### config.mk
export PLATFORM = sky130hd
export DESIGN_NAME = zstd_frame_length_scanner_unit
export DESIGN_NICKNAME = d
export VERILOG_FILES = /design/src/hw/rtl/zflscan_pkg.sv /design/src/hw/rtl/zstd_frame_length_scanner_unit.sv
export SDC_FILE = /design/constraint.sdc
export NUM_CORES = 1
export LEC_CHECK = 0
export ABC_AREA = 1
export BUFFER_PORTS_ARGS = -buffer_cell sky130_fd_sc_hd__buf_2
export CAP_MARGIN = 20
export CORE_ASPECT_RATIO = 0.75
export CORE_MARGIN = 2
export CORE_UTILIZATION = 60
export CTS_CLUSTER_DIAMETER = 50
export DETAILED_ROUTE_END_ITERATION = 8
export PLACE_DENSITY_LB_ADDON = 0.2
export SKIP_CTS_REPAIR_TIMING = 1
export SYNTH_ARGS = -nofsm -noshare
export SYNTH_HDL_FRONTEND = slang
export SYNTH_SLANG_ARGS = --single-unit
export TNS_END_PERCENT = 30
### constraint.sdc
create_clock -name clk -period 4.38 [get_ports clk]
set_input_delay 0.219 -clock clk [delete_from_list [all_inputs] [get_ports clk]]
set_output_delay 0.219 -clock clk [all_outputs]
set_load 0.02 [all_outputs]
### src/hw/rtl/zflscan_pkg.sv
// shared types, constants and lookup functions of the zstd frame length scanner
// no dependencies; imported by the scanner unit and its checker
`default_nettype none

package zflscan_pkg;

    // width of the frame length counter (16 to 64)
    localparam int LENGTH_BITS = 32;

    // result field width
    localparam int FRAME_LENGTH_W = 32;

    // largest counter value, masked to the result width
    localparam logic [63:0] LEN_MAX_WIDE = {64{1'b1}} >> (64 - LENGTH_BITS);
    localparam logic [FRAME_LENGTH_W-1:0] LEN_MAX_OUT = LEN_MAX_WIDE[FRAME_LENGTH_W-1:0];

    // field sizes in bytes
    localparam logic [3:0] BLKHDR_BYTES   = 4'd3;
    localparam logic [3:0] CHECKSUM_BYTES = 4'd4;

    // block types
    localparam logic [1:0] BLK_TYPE_RLE      = 2'd1;
    localparam logic [1:0] BLK_TYPE_RESERVED = 2'd3;

    // frame magic, little-endian order on the wire
    localparam logic [7:0] MAGIC_B0 = 8'h28;
    localparam logic [7:0] MAGIC_B1 = 8'hB5;
    localparam logic [7:0] MAGIC_B2 = 8'h2F;
    localparam logic [7:0] MAGIC_B3 = 8'hFD;

    typedef enum logic [2:0] {
        PH_IDLE,
        PH_MAGIC,
        PH_DESC,
        PH_HDRSKIP,
        PH_BLKHDR,
        PH_CONTENT,
        PH_CHECKSUM
    } phase_t;

    typedef enum logic [1:0] {
        ST_DONE     = 2'd0,
        ST_BADMAGIC = 2'd1,
        ST_RESERVED = 2'd2,
        ST_OVERFLOW = 2'd3
    } status_t;

    function automatic logic [7:0] magic_byte(input logic [1:0] idx);
        logic [7:0] val;
        case (idx)
            2'd0:    val = MAGIC_B0;
            2'd1:    val = MAGIC_B1;
            2'd2:    val = MAGIC_B2;
            default: val = MAGIC_B3;
        endcase
        return val;
    endfunction

    // dictionary id field size from descriptor bits 1:0
    function automatic logic [3:0] did_size(input logic [1:0] code);
        logic [3:0] val;
        case (code)
            2'd0:    val = 4'd0;
            2'd1:    val = 4'd1;
            2'd2:    val = 4'd2;
            default: val = 4'd4;
        endcase
        return val;
    endfunction

    // frame content size field size from descriptor bits 7:6
    function automatic logic [3:0] fcs_size(input logic [1:0] code);
        logic [3:0] val;
        case (code)
            2'd0:    val = 4'd0;
            2'd1:    val = 4'd2;
            2'd2:    val = 4'd4;
            default: val = 4'd8;
        endcase
        return val;
    endfunction

endpackage

`default_nettype wire

### src/hw/rtl/zstd_frame_length_scanner_unit.sv
// top level of the zstd frame length scanner: byte parser, counters, result skid
// depends on zflscan_pkg
`default_nettype none

// Scans a byte stream, one item (one byte) per cycle while in_stall is low, and
// measures one Zstandard frame that starts at a byte with frame_start set. The
// 4-byte magic is checked, the frame header descriptor is decoded and the window,
// dictionary id and content size fields are skipped; then the 3-byte block headers
// are walked, each block's content is skipped (an RLE block holds one byte) and the
// optional 4-byte checksum is skipped. One result item gives the frame length and
// a status: complete, bad magic, reserved block type or length counter overflow. A
// frame_start inside a frame drops the frame in progress without a result; bytes
// outside a frame are ignored. The phase and the small counters are updated in the
// cycle the byte is accepted and a result goes straight into the output
// register. Behind that register sits a one-entry skid register, so input is taken
// every cycle while a result waits; in_stall rises only while the skid register is
// full, that is after a second result came in while out_stall held the first.
// There is no clearing pass after reset.
module zstd_frame_length_scanner_unit (
    input  wire logic        clk,
    input  wire logic        rst_n,
    input  wire logic        in_valid,
    output logic             in_stall,
    input  wire logic [7:0]  data_byte,
    input  wire logic        frame_start,
    output logic             out_valid,
    input  wire logic        out_stall,
    output logic [31:0]      frame_length,
    output logic [1:0]       status
);
    import zflscan_pkg::*;

    localparam int LW = LENGTH_BITS;

    // parser state
    phase_t           phase_reg, phase_next;
    logic [3:0]       fbl_reg, fbl_next;        // magic index, or bytes left of a header field or the checksum
    logic [20:0]      content_reg, content_next; // block content bytes left
    logic [LW-1:0]    len_reg, len_next;        // bytes of the current frame
    logic             chk_reg, chk_next;        // descriptor asks for a checksum
    logic             last_reg, last_next;      // current block is the last one
    logic [15:0]      hdr_reg, hdr_next;        // first two block header bytes

    // output register and skid register
    logic                      out_valid_reg;
    logic [FRAME_LENGTH_W-1:0] out_len_reg;
    status_t                   out_status_reg;
    logic                      skid_valid_reg;
    logic [FRAME_LENGTH_W-1:0] skid_len_reg;
    status_t                   skid_status_reg;

    // result of the current item
    logic                      emit;
    status_t                   res_status;
    logic [LW-1:0]             res_cnt;
    logic [63:0]               res_wide;
    logic [FRAME_LENGTH_W-1:0] res_len;

    logic          accept;
    logic          out_fire;
    logic          len_full;
    logic [LW-1:0] len_inc;

    // block header decode on its third byte
    logic [23:0]   hdr_full;
    logic [1:0]    hdr_type;
    logic [20:0]   content_new;
    logic [20:0]   content_dec;
    logic [3:0]    fbl_dec;

    // descriptor decode
    logic          desc_single;
    logic [1:0]    desc_fcs;
    logic [3:0]    desc_n;

    assign in_stall = skid_valid_reg;
    assign accept   = in_valid && !in_stall;
    assign out_fire = out_valid_reg && !out_stall;

    assign len_full = &len_reg;
    assign len_inc  = len_reg + LW'(1);

    assign hdr_full    = {data_byte, hdr_reg};
    assign hdr_type    = hdr_full[2:1];
    assign content_new = (hdr_type == BLK_TYPE_RLE) ? 21'd1 : hdr_full[23:3];
    assign content_dec = (content_reg != 21'd0) ? (content_reg - 21'd1) : 21'd0;
    assign fbl_dec     = (fbl_reg != 4'd0) ? (fbl_reg - 4'd1) : 4'd0;

    assign desc_single = data_byte[5];
    assign desc_fcs    = data_byte[7:6];
    assign desc_n      = (desc_single ? 4'd0 : 4'd1) + did_size(data_byte[1:0])
                       + ((desc_fcs == 2'd0) ? {3'd0, desc_single} : fcs_size(desc_fcs));

    // result decision: which item ends a frame and with what status
    always_comb
    begin
        emit       = 1'b0;
        res_status = ST_DONE;
        res_cnt    = len_inc;
        if (accept) begin
            if (frame_start) begin
                res_cnt = LW'(1);
                if (data_byte != MAGIC_B0) begin
                    emit       = 1'b1;
                    res_status = ST_BADMAGIC;
                end
            end else if (phase_reg != PH_IDLE) begin
                if (len_full) begin
                    // counter saturated: report the maximum
                    emit       = 1'b1;
                    res_status = ST_OVERFLOW;
                    res_cnt    = len_reg;
                end else begin
                    case (phase_reg)
                        PH_MAGIC:
                        begin
                            if (data_byte != magic_byte(fbl_reg[1:0])) begin
                                emit       = 1'b1;
                                res_status = ST_BADMAGIC;
                            end
                        end
                        PH_BLKHDR:
                        begin
                            if (fbl_reg != BLKHDR_BYTES && fbl_reg != 4'd2) begin
                                if (hdr_type == BLK_TYPE_RESERVED) begin
                                    emit       = 1'b1;
                                    res_status = ST_RESERVED;
                                end else if (content_new == 21'd0 && hdr_full[0] &&
                                             !chk_reg) begin
                                    // empty last block and no checksum
                                    emit = 1'b1;
                                end
                            end
                        end
                        PH_CONTENT:
                        begin
                            if (content_dec == 21'd0 && last_reg && !chk_reg) begin
                                emit = 1'b1;
                            end
                        end
                        PH_CHECKSUM:
                        begin
                            if (fbl_dec == 4'd0) begin
                                emit = 1'b1;
                            end
                        end
                        default:
                        begin
                            emit = 1'b0;
                        end
                    endcase
                end
            end
        end
    end

    assign res_wide = 64'(res_cnt);
    assign res_len  = res_wide[FRAME_LENGTH_W-1:0];

    // parser next state
    always_comb
    begin
        phase_next   = phase_reg;
        fbl_next     = fbl_reg;
        content_next = content_reg;
        len_next     = len_reg;
        chk_next     = chk_reg;
        last_next    = last_reg;
        hdr_next     = hdr_reg;
        if (accept) begin
            if (frame_start) begin
                len_next   = LW'(1);
                chk_next   = 1'b0;
                last_next  = 1'b0;
                hdr_next   = 16'd0;
                phase_next = PH_MAGIC;
                fbl_next   = 4'd1;
            end else if (phase_reg != PH_IDLE && !len_full) begin
                len_next = len_inc;
                case (phase_reg)
                    PH_MAGIC:
                    begin
                        fbl_next = fbl_reg + 4'd1;
                        if (fbl_reg == 4'd3) begin
                            phase_next = PH_DESC;
                            fbl_next   = 4'd0;
                        end
                    end
                    PH_DESC:
                    begin
                        chk_next = data_byte[2];
                        if (desc_n == 4'd0) begin
                            phase_next = PH_BLKHDR;
                            fbl_next   = BLKHDR_BYTES;
                        end else begin
                            phase_next = PH_HDRSKIP;
                            fbl_next   = desc_n;
                        end
                    end
                    PH_HDRSKIP:
                    begin
                        fbl_next = fbl_dec;
                        if (fbl_dec == 4'd0) begin
                            phase_next = PH_BLKHDR;
                            fbl_next   = BLKHDR_BYTES;
                        end
                    end
                    PH_BLKHDR:
                    begin
                        if (fbl_reg == BLKHDR_BYTES) begin
                            hdr_next = {8'd0, data_byte};
                            fbl_next = 4'd2;
                        end else if (fbl_reg == 4'd2) begin
                            hdr_next = {data_byte, hdr_reg[7:0]};
                            fbl_next = 4'd1;
                        end else begin
                            last_next    = hdr_full[0];
                            fbl_next     = 4'd0;
                            content_next = content_new;
                            if (content_new != 21'd0) begin
                                phase_next = PH_CONTENT;
                            end else if (!hdr_full[0]) begin
                                phase_next = PH_BLKHDR;
                                fbl_next   = BLKHDR_BYTES;
                            end else if (chk_reg) begin
                                phase_next = PH_CHECKSUM;
                                fbl_next   = CHECKSUM_BYTES;
                            end
                        end
                    end
                    PH_CONTENT:
                    begin
                        content_next = content_dec;
                        if (content_dec == 21'd0) begin
                            if (!last_reg) begin
                                phase_next = PH_BLKHDR;
                                fbl_next   = BLKHDR_BYTES;
                            end else if (chk_reg) begin
                                phase_next = PH_CHECKSUM;
                                fbl_next   = CHECKSUM_BYTES;
                            end
                        end
                    end
                    PH_CHECKSUM:
                    begin
                        fbl_next = fbl_dec;
                    end
                    default:
                    begin
                        phase_next = PH_IDLE;
                    end
                endcase
            end
            // any result closes the frame
            if (emit) begin
                phase_next   = PH_IDLE;
                fbl_next     = 4'd0;
                content_next = 21'd0;
            end
        end
    end

    always_ff @(posedge clk or negedge rst_n)
    begin
        if (!rst_n) begin
            phase_reg   <= PH_IDLE;
            fbl_reg     <= 4'd0;
            content_reg <= 21'd0;
            len_reg     <= '0;
            chk_reg     <= 1'b0;
            last_reg    <= 1'b0;
            hdr_reg     <= 16'd0;
        end else begin
            phase_reg   <= phase_next;
            fbl_reg     <= fbl_next;
            content_reg <= content_next;
            len_reg     <= len_next;
            chk_reg     <= chk_next;
            last_reg    <= last_next;
            hdr_reg     <= hdr_next;
        end
    end

    // output register with skid: a result that finds the output register held
    // waits in the skid register, which stalls the input until it moves on
    always_ff @(posedge clk or negedge rst_n)
    begin
        if (!rst_n) begin
            out_valid_reg  <= 1'b0;
            skid_valid_reg <= 1'b0;
        end else begin
            if (skid_valid_reg) begin
                if (out_fire) begin
                    out_valid_reg  <= 1'b1;
                    skid_valid_reg <= 1'b0;
                end
            end else if (emit) begin
                if (!out_valid_reg || out_fire) begin
                    out_valid_reg <= 1'b1;
                end else begin
                    skid_valid_reg <= 1'b1;
                end
            end else if (out_fire) begin
                out_valid_reg <= 1'b0;
            end
        end
    end

    always_ff @(posedge clk)
    begin
        if (skid_valid_reg) begin
            if (out_fire) begin
                out_len_reg    <= skid_len_reg;
                out_status_reg <= skid_status_reg;
            end
        end else if (emit) begin
            if (!out_valid_reg || out_fire) begin
                out_len_reg    <= res_len;
                out_status_reg <= res_status;
            end else begin
                skid_len_reg    <= res_len;
                skid_status_reg <= res_status;
            end
        end
    end

    assign out_valid    = out_valid_reg;
    assign frame_length = out_len_reg;
    assign status       = out_status_reg;

endmodule

`default_nettype wire

==> reports/metrics.yaml <==
synthesis:
  yosys.area.top_type: "edfxtp_1"
  synthesis.nets: 1143
  yosysSeqAreaShare_pct: 45.5
  synth_cell_types: 47
  synth_edf_count: 68
  syn_avg_cell_area_um2: 7.96
  synth-compound-area-share_pct: 13.5
  ys_seq_elements: 148
  synth_flop_cell: "dfrtp_1"
  synth_xor_xnor_area_share_pct: 3.05
  synth.area.top_cells: "edfxtp_1 (23%), dfrtp_1 (23%), nand2_1 (11%), inv_1 (5.0%), nand3_1 (4.9%)"
  syn-instance-count: 1117
  synth_fa_ha_area_share_pct: 2.00
  synth-simple-area-share_pct: 28.2
  synth_top_family_by_area: "simple AND/OR/NAND/NOR gates"
  netlist.area_leader.share_pct: 23.0
  synth_mux_area_share_pct: 0
  synth-async-reset-ratio_pct: 54.1
  synth_area_um2: 8890
  ys_warn_count: 0
hold_path:
  hp-class: "input port to register"
  worstHoldPathCells: 3
run_status:
  status: "completed"
route:
  first_iter_violations: 961
  totalWireLength_um: 22100
  ant_nets: 0
  wire_per_inst_um: 16.2
  vias_per_cell: 5.70
  drt_pass1_iterations: 5
  drc: 0
  vias: 7784
worst_setup_path:
  cp.arrival_ps: 3560
  crit_chain: "inv_1 > nand2_1 > inv_1 > nor2_1 > nand4_1 > nor3_1 > nand2_1 > nor3_1 > nor2_1 > nand3_4 > nand2_8 > inv_4 > nor2_1 > nor2_4 > buf_4"
  cpMostUsedCell: "nor2_1"
  crit_path_start_kind: "register"
  slowest_stage: "nand2_1"
  crit_type: "register to register"
  critical_path.max_stage_delay_ps: 410
  critPathMaxFanout: 34
  reg2reg_depth: 15
  end_kind: "register"
  required_ps: 4460
clocking:
  clkLatencyLatePin_ps: 430
  cts_sinks: 148
  root_buffer: "clkbuf_16"
  clkTransAtPathRegs_ps: 70
  cts_buffer_depth: 2
  cts_buffers: 17
  htreeDepth: 4
  tritoncts: "built"
sta:
  fin_hold_ws_ps: 124
  layout_min_cycle_time_ps: 3480
  fmax_ghz: 0.287
  tightest_slew_ps: 923
  slew_viol_final: 0
  fin_crit_sh_pct: 79.5
  final-setup-viol-count: 0
  fin_skew_ps: 11.4
  finalSetupTns_ps: 0
  max_slew_margin_pct: 38.4
  finalHoldViolations: 0
  rsz0062_at_grt: "no"
finish:
  design_area_um2: 9880
  final_layout_size_suffix_gt1_share_pct: 14.2
  final_cells: 1366
  num_antenna_cells: 0
  area_growth_syn_to_layout_pct: 11.2
  nets: 1179
placement:
  place_area_um2: 9240
  gp_congestion: 0.944
  io_buffer_count: 48
  placedCellCount: 1331
  dp_hpwl_um: 15100
global_route:
  grt-ovfl-total: 0
  grt_max_degree: 81
  grtUsageTotal_pct: 29.2
  grt_antenna_before_repair: 0
  first_global_vias: 6895
  grt_pass1_wl_um: 35800
floorplan:
  die-area_um2: 15800
  initial_core_util_pct: 61.5
  core_region_area_um2: 14500
  ios: 49
  fp.dieH_um: 109
  dieWidth_um: 145
  std_cell_rows: 38
power_and_ir_drop:
  p_total_mw: 5.26
  power_leakage_nw: 4.29
  vdd_drop_max_uv: 363
  p_per_area_nw_per_um2: 532
flow_run:
  max-cap-violations: 0
[cells in the mapped netlist (all sizes together) (7+ instances only)]
| master | count |
|---|---|
| nand2 | 280 |
| nor2 | 132 |
| inv | 127 |
| nand3 | 92 |
| o21ai | 88 |
| dfrtp | 80 |
| a21oi | 70 |
| edfxtp | 68 |
| o22ai | 29 |
| xor2 | 28 |
| buf | 23 |
| nor3 | 21 |
| clkbuf | 17 |
| nand4 | 16 |
| ha | 11 |
| nor4 | 7 |
[critical path, delay by kind of cell, from the launching register on]
| family | cells | cell delay (ps) |
|---|---|---|
| and+or+nand+nor | 11 | 1850 |
| DFF | 1 | 320 |
| buffers and inverters | 4 | 880 |
[stage by stage]
step / setup WS (ps) / utilization [%]
after floorplan: 574 / -
after global placement: 1010 / 63.9
after detailed placement: 929 / 63.9
after CTS: 944 / 67.9
after global routing: 605 / 68.4
final: 899 / 68.4
[worst paths after layout]
check,startpoint,end,slack (ps)
setup / recovery,hdr_reg[2],frame_length[8],900
setup reg to reg,hdr_reg[2],frame_length[8],900
hold / removal,data_byte[3],hdr_reg[3],120
min in group asynchronous,rst_n,hdr_reg[4],230
max in group asynchronous,rst_n,phase_reg[2],3530
hold reg to reg,hdr_reg[9],hdr_reg[9],500
[metal layers]
layer	wire length, um	global-route usage (%)	vias to the layer above
met5	0	0	-
met2	9020	39.6	348
met1	10800	46.5	3603
met3	1990	6.84	41
li1	-	-	3792
met4	382	7.91	0
[cells by family (layout without fill, tap and decap cells)]
group / count (synthesis) / after routing
and+or+nand+nor: 556 / 556
adders and majority gates: 13 / 13
DFF: 148 / 148
AOI/OAI and AO/OA: 202 / 202
xor gates and xnor gates: 31 / 31
buffers and inverters: 167 / 216
[cells in the final DEF (no fill, tap or decap), types with 3 or more instances in the layout]
master / count
nor4_1: 7
a31oi_1: 3
clkinv_4: 3
inv_2: 7
buf_2: 47
o22ai_1: 29
o211ai_1: 3
o21ai_1: 9
a21oi_1: 40
nor2_2: 11
buf_4: 7
ha_1: 11
dfrtp_1: 80
nand4_1: 15
inv_1: 119
nand2_2: 7
nand3_1: 87
nor2_1: 110
xnor2_1: 3
clkbuf_16: 17
inv_8: 3
xor2_1: 28
o21ai_0: 78
nand2_1: 271
nand3_4: 3
inv_6: 4
nor2_4: 10
edfxtp_1: 68
nor3_1: 21
a21oi_2: 30
[final cells by class]
class	instances	area, um^2
repair buffers	57	353
clock inverters	14	145
well taps	200	250
multi-input cells	802	4180
flip-flops and latches	148	4040
inverters	127	479
clock buffers	18	429
fillers	1182	4570
[report_power, final]
| part | total, mW | leakage [nW] | switching (mW) | internal (mW) |
|---|---|---|---|---|
| clock network | 1.44 | 0.278 | 0.639 | 0.801 |
| logic | 1.97 | 2.26 | 1.41 | 0.565 |
| registers | 1.84 | 1.75 | 0.122 | 1.72 |
Power figures use the tool's default switching activity.
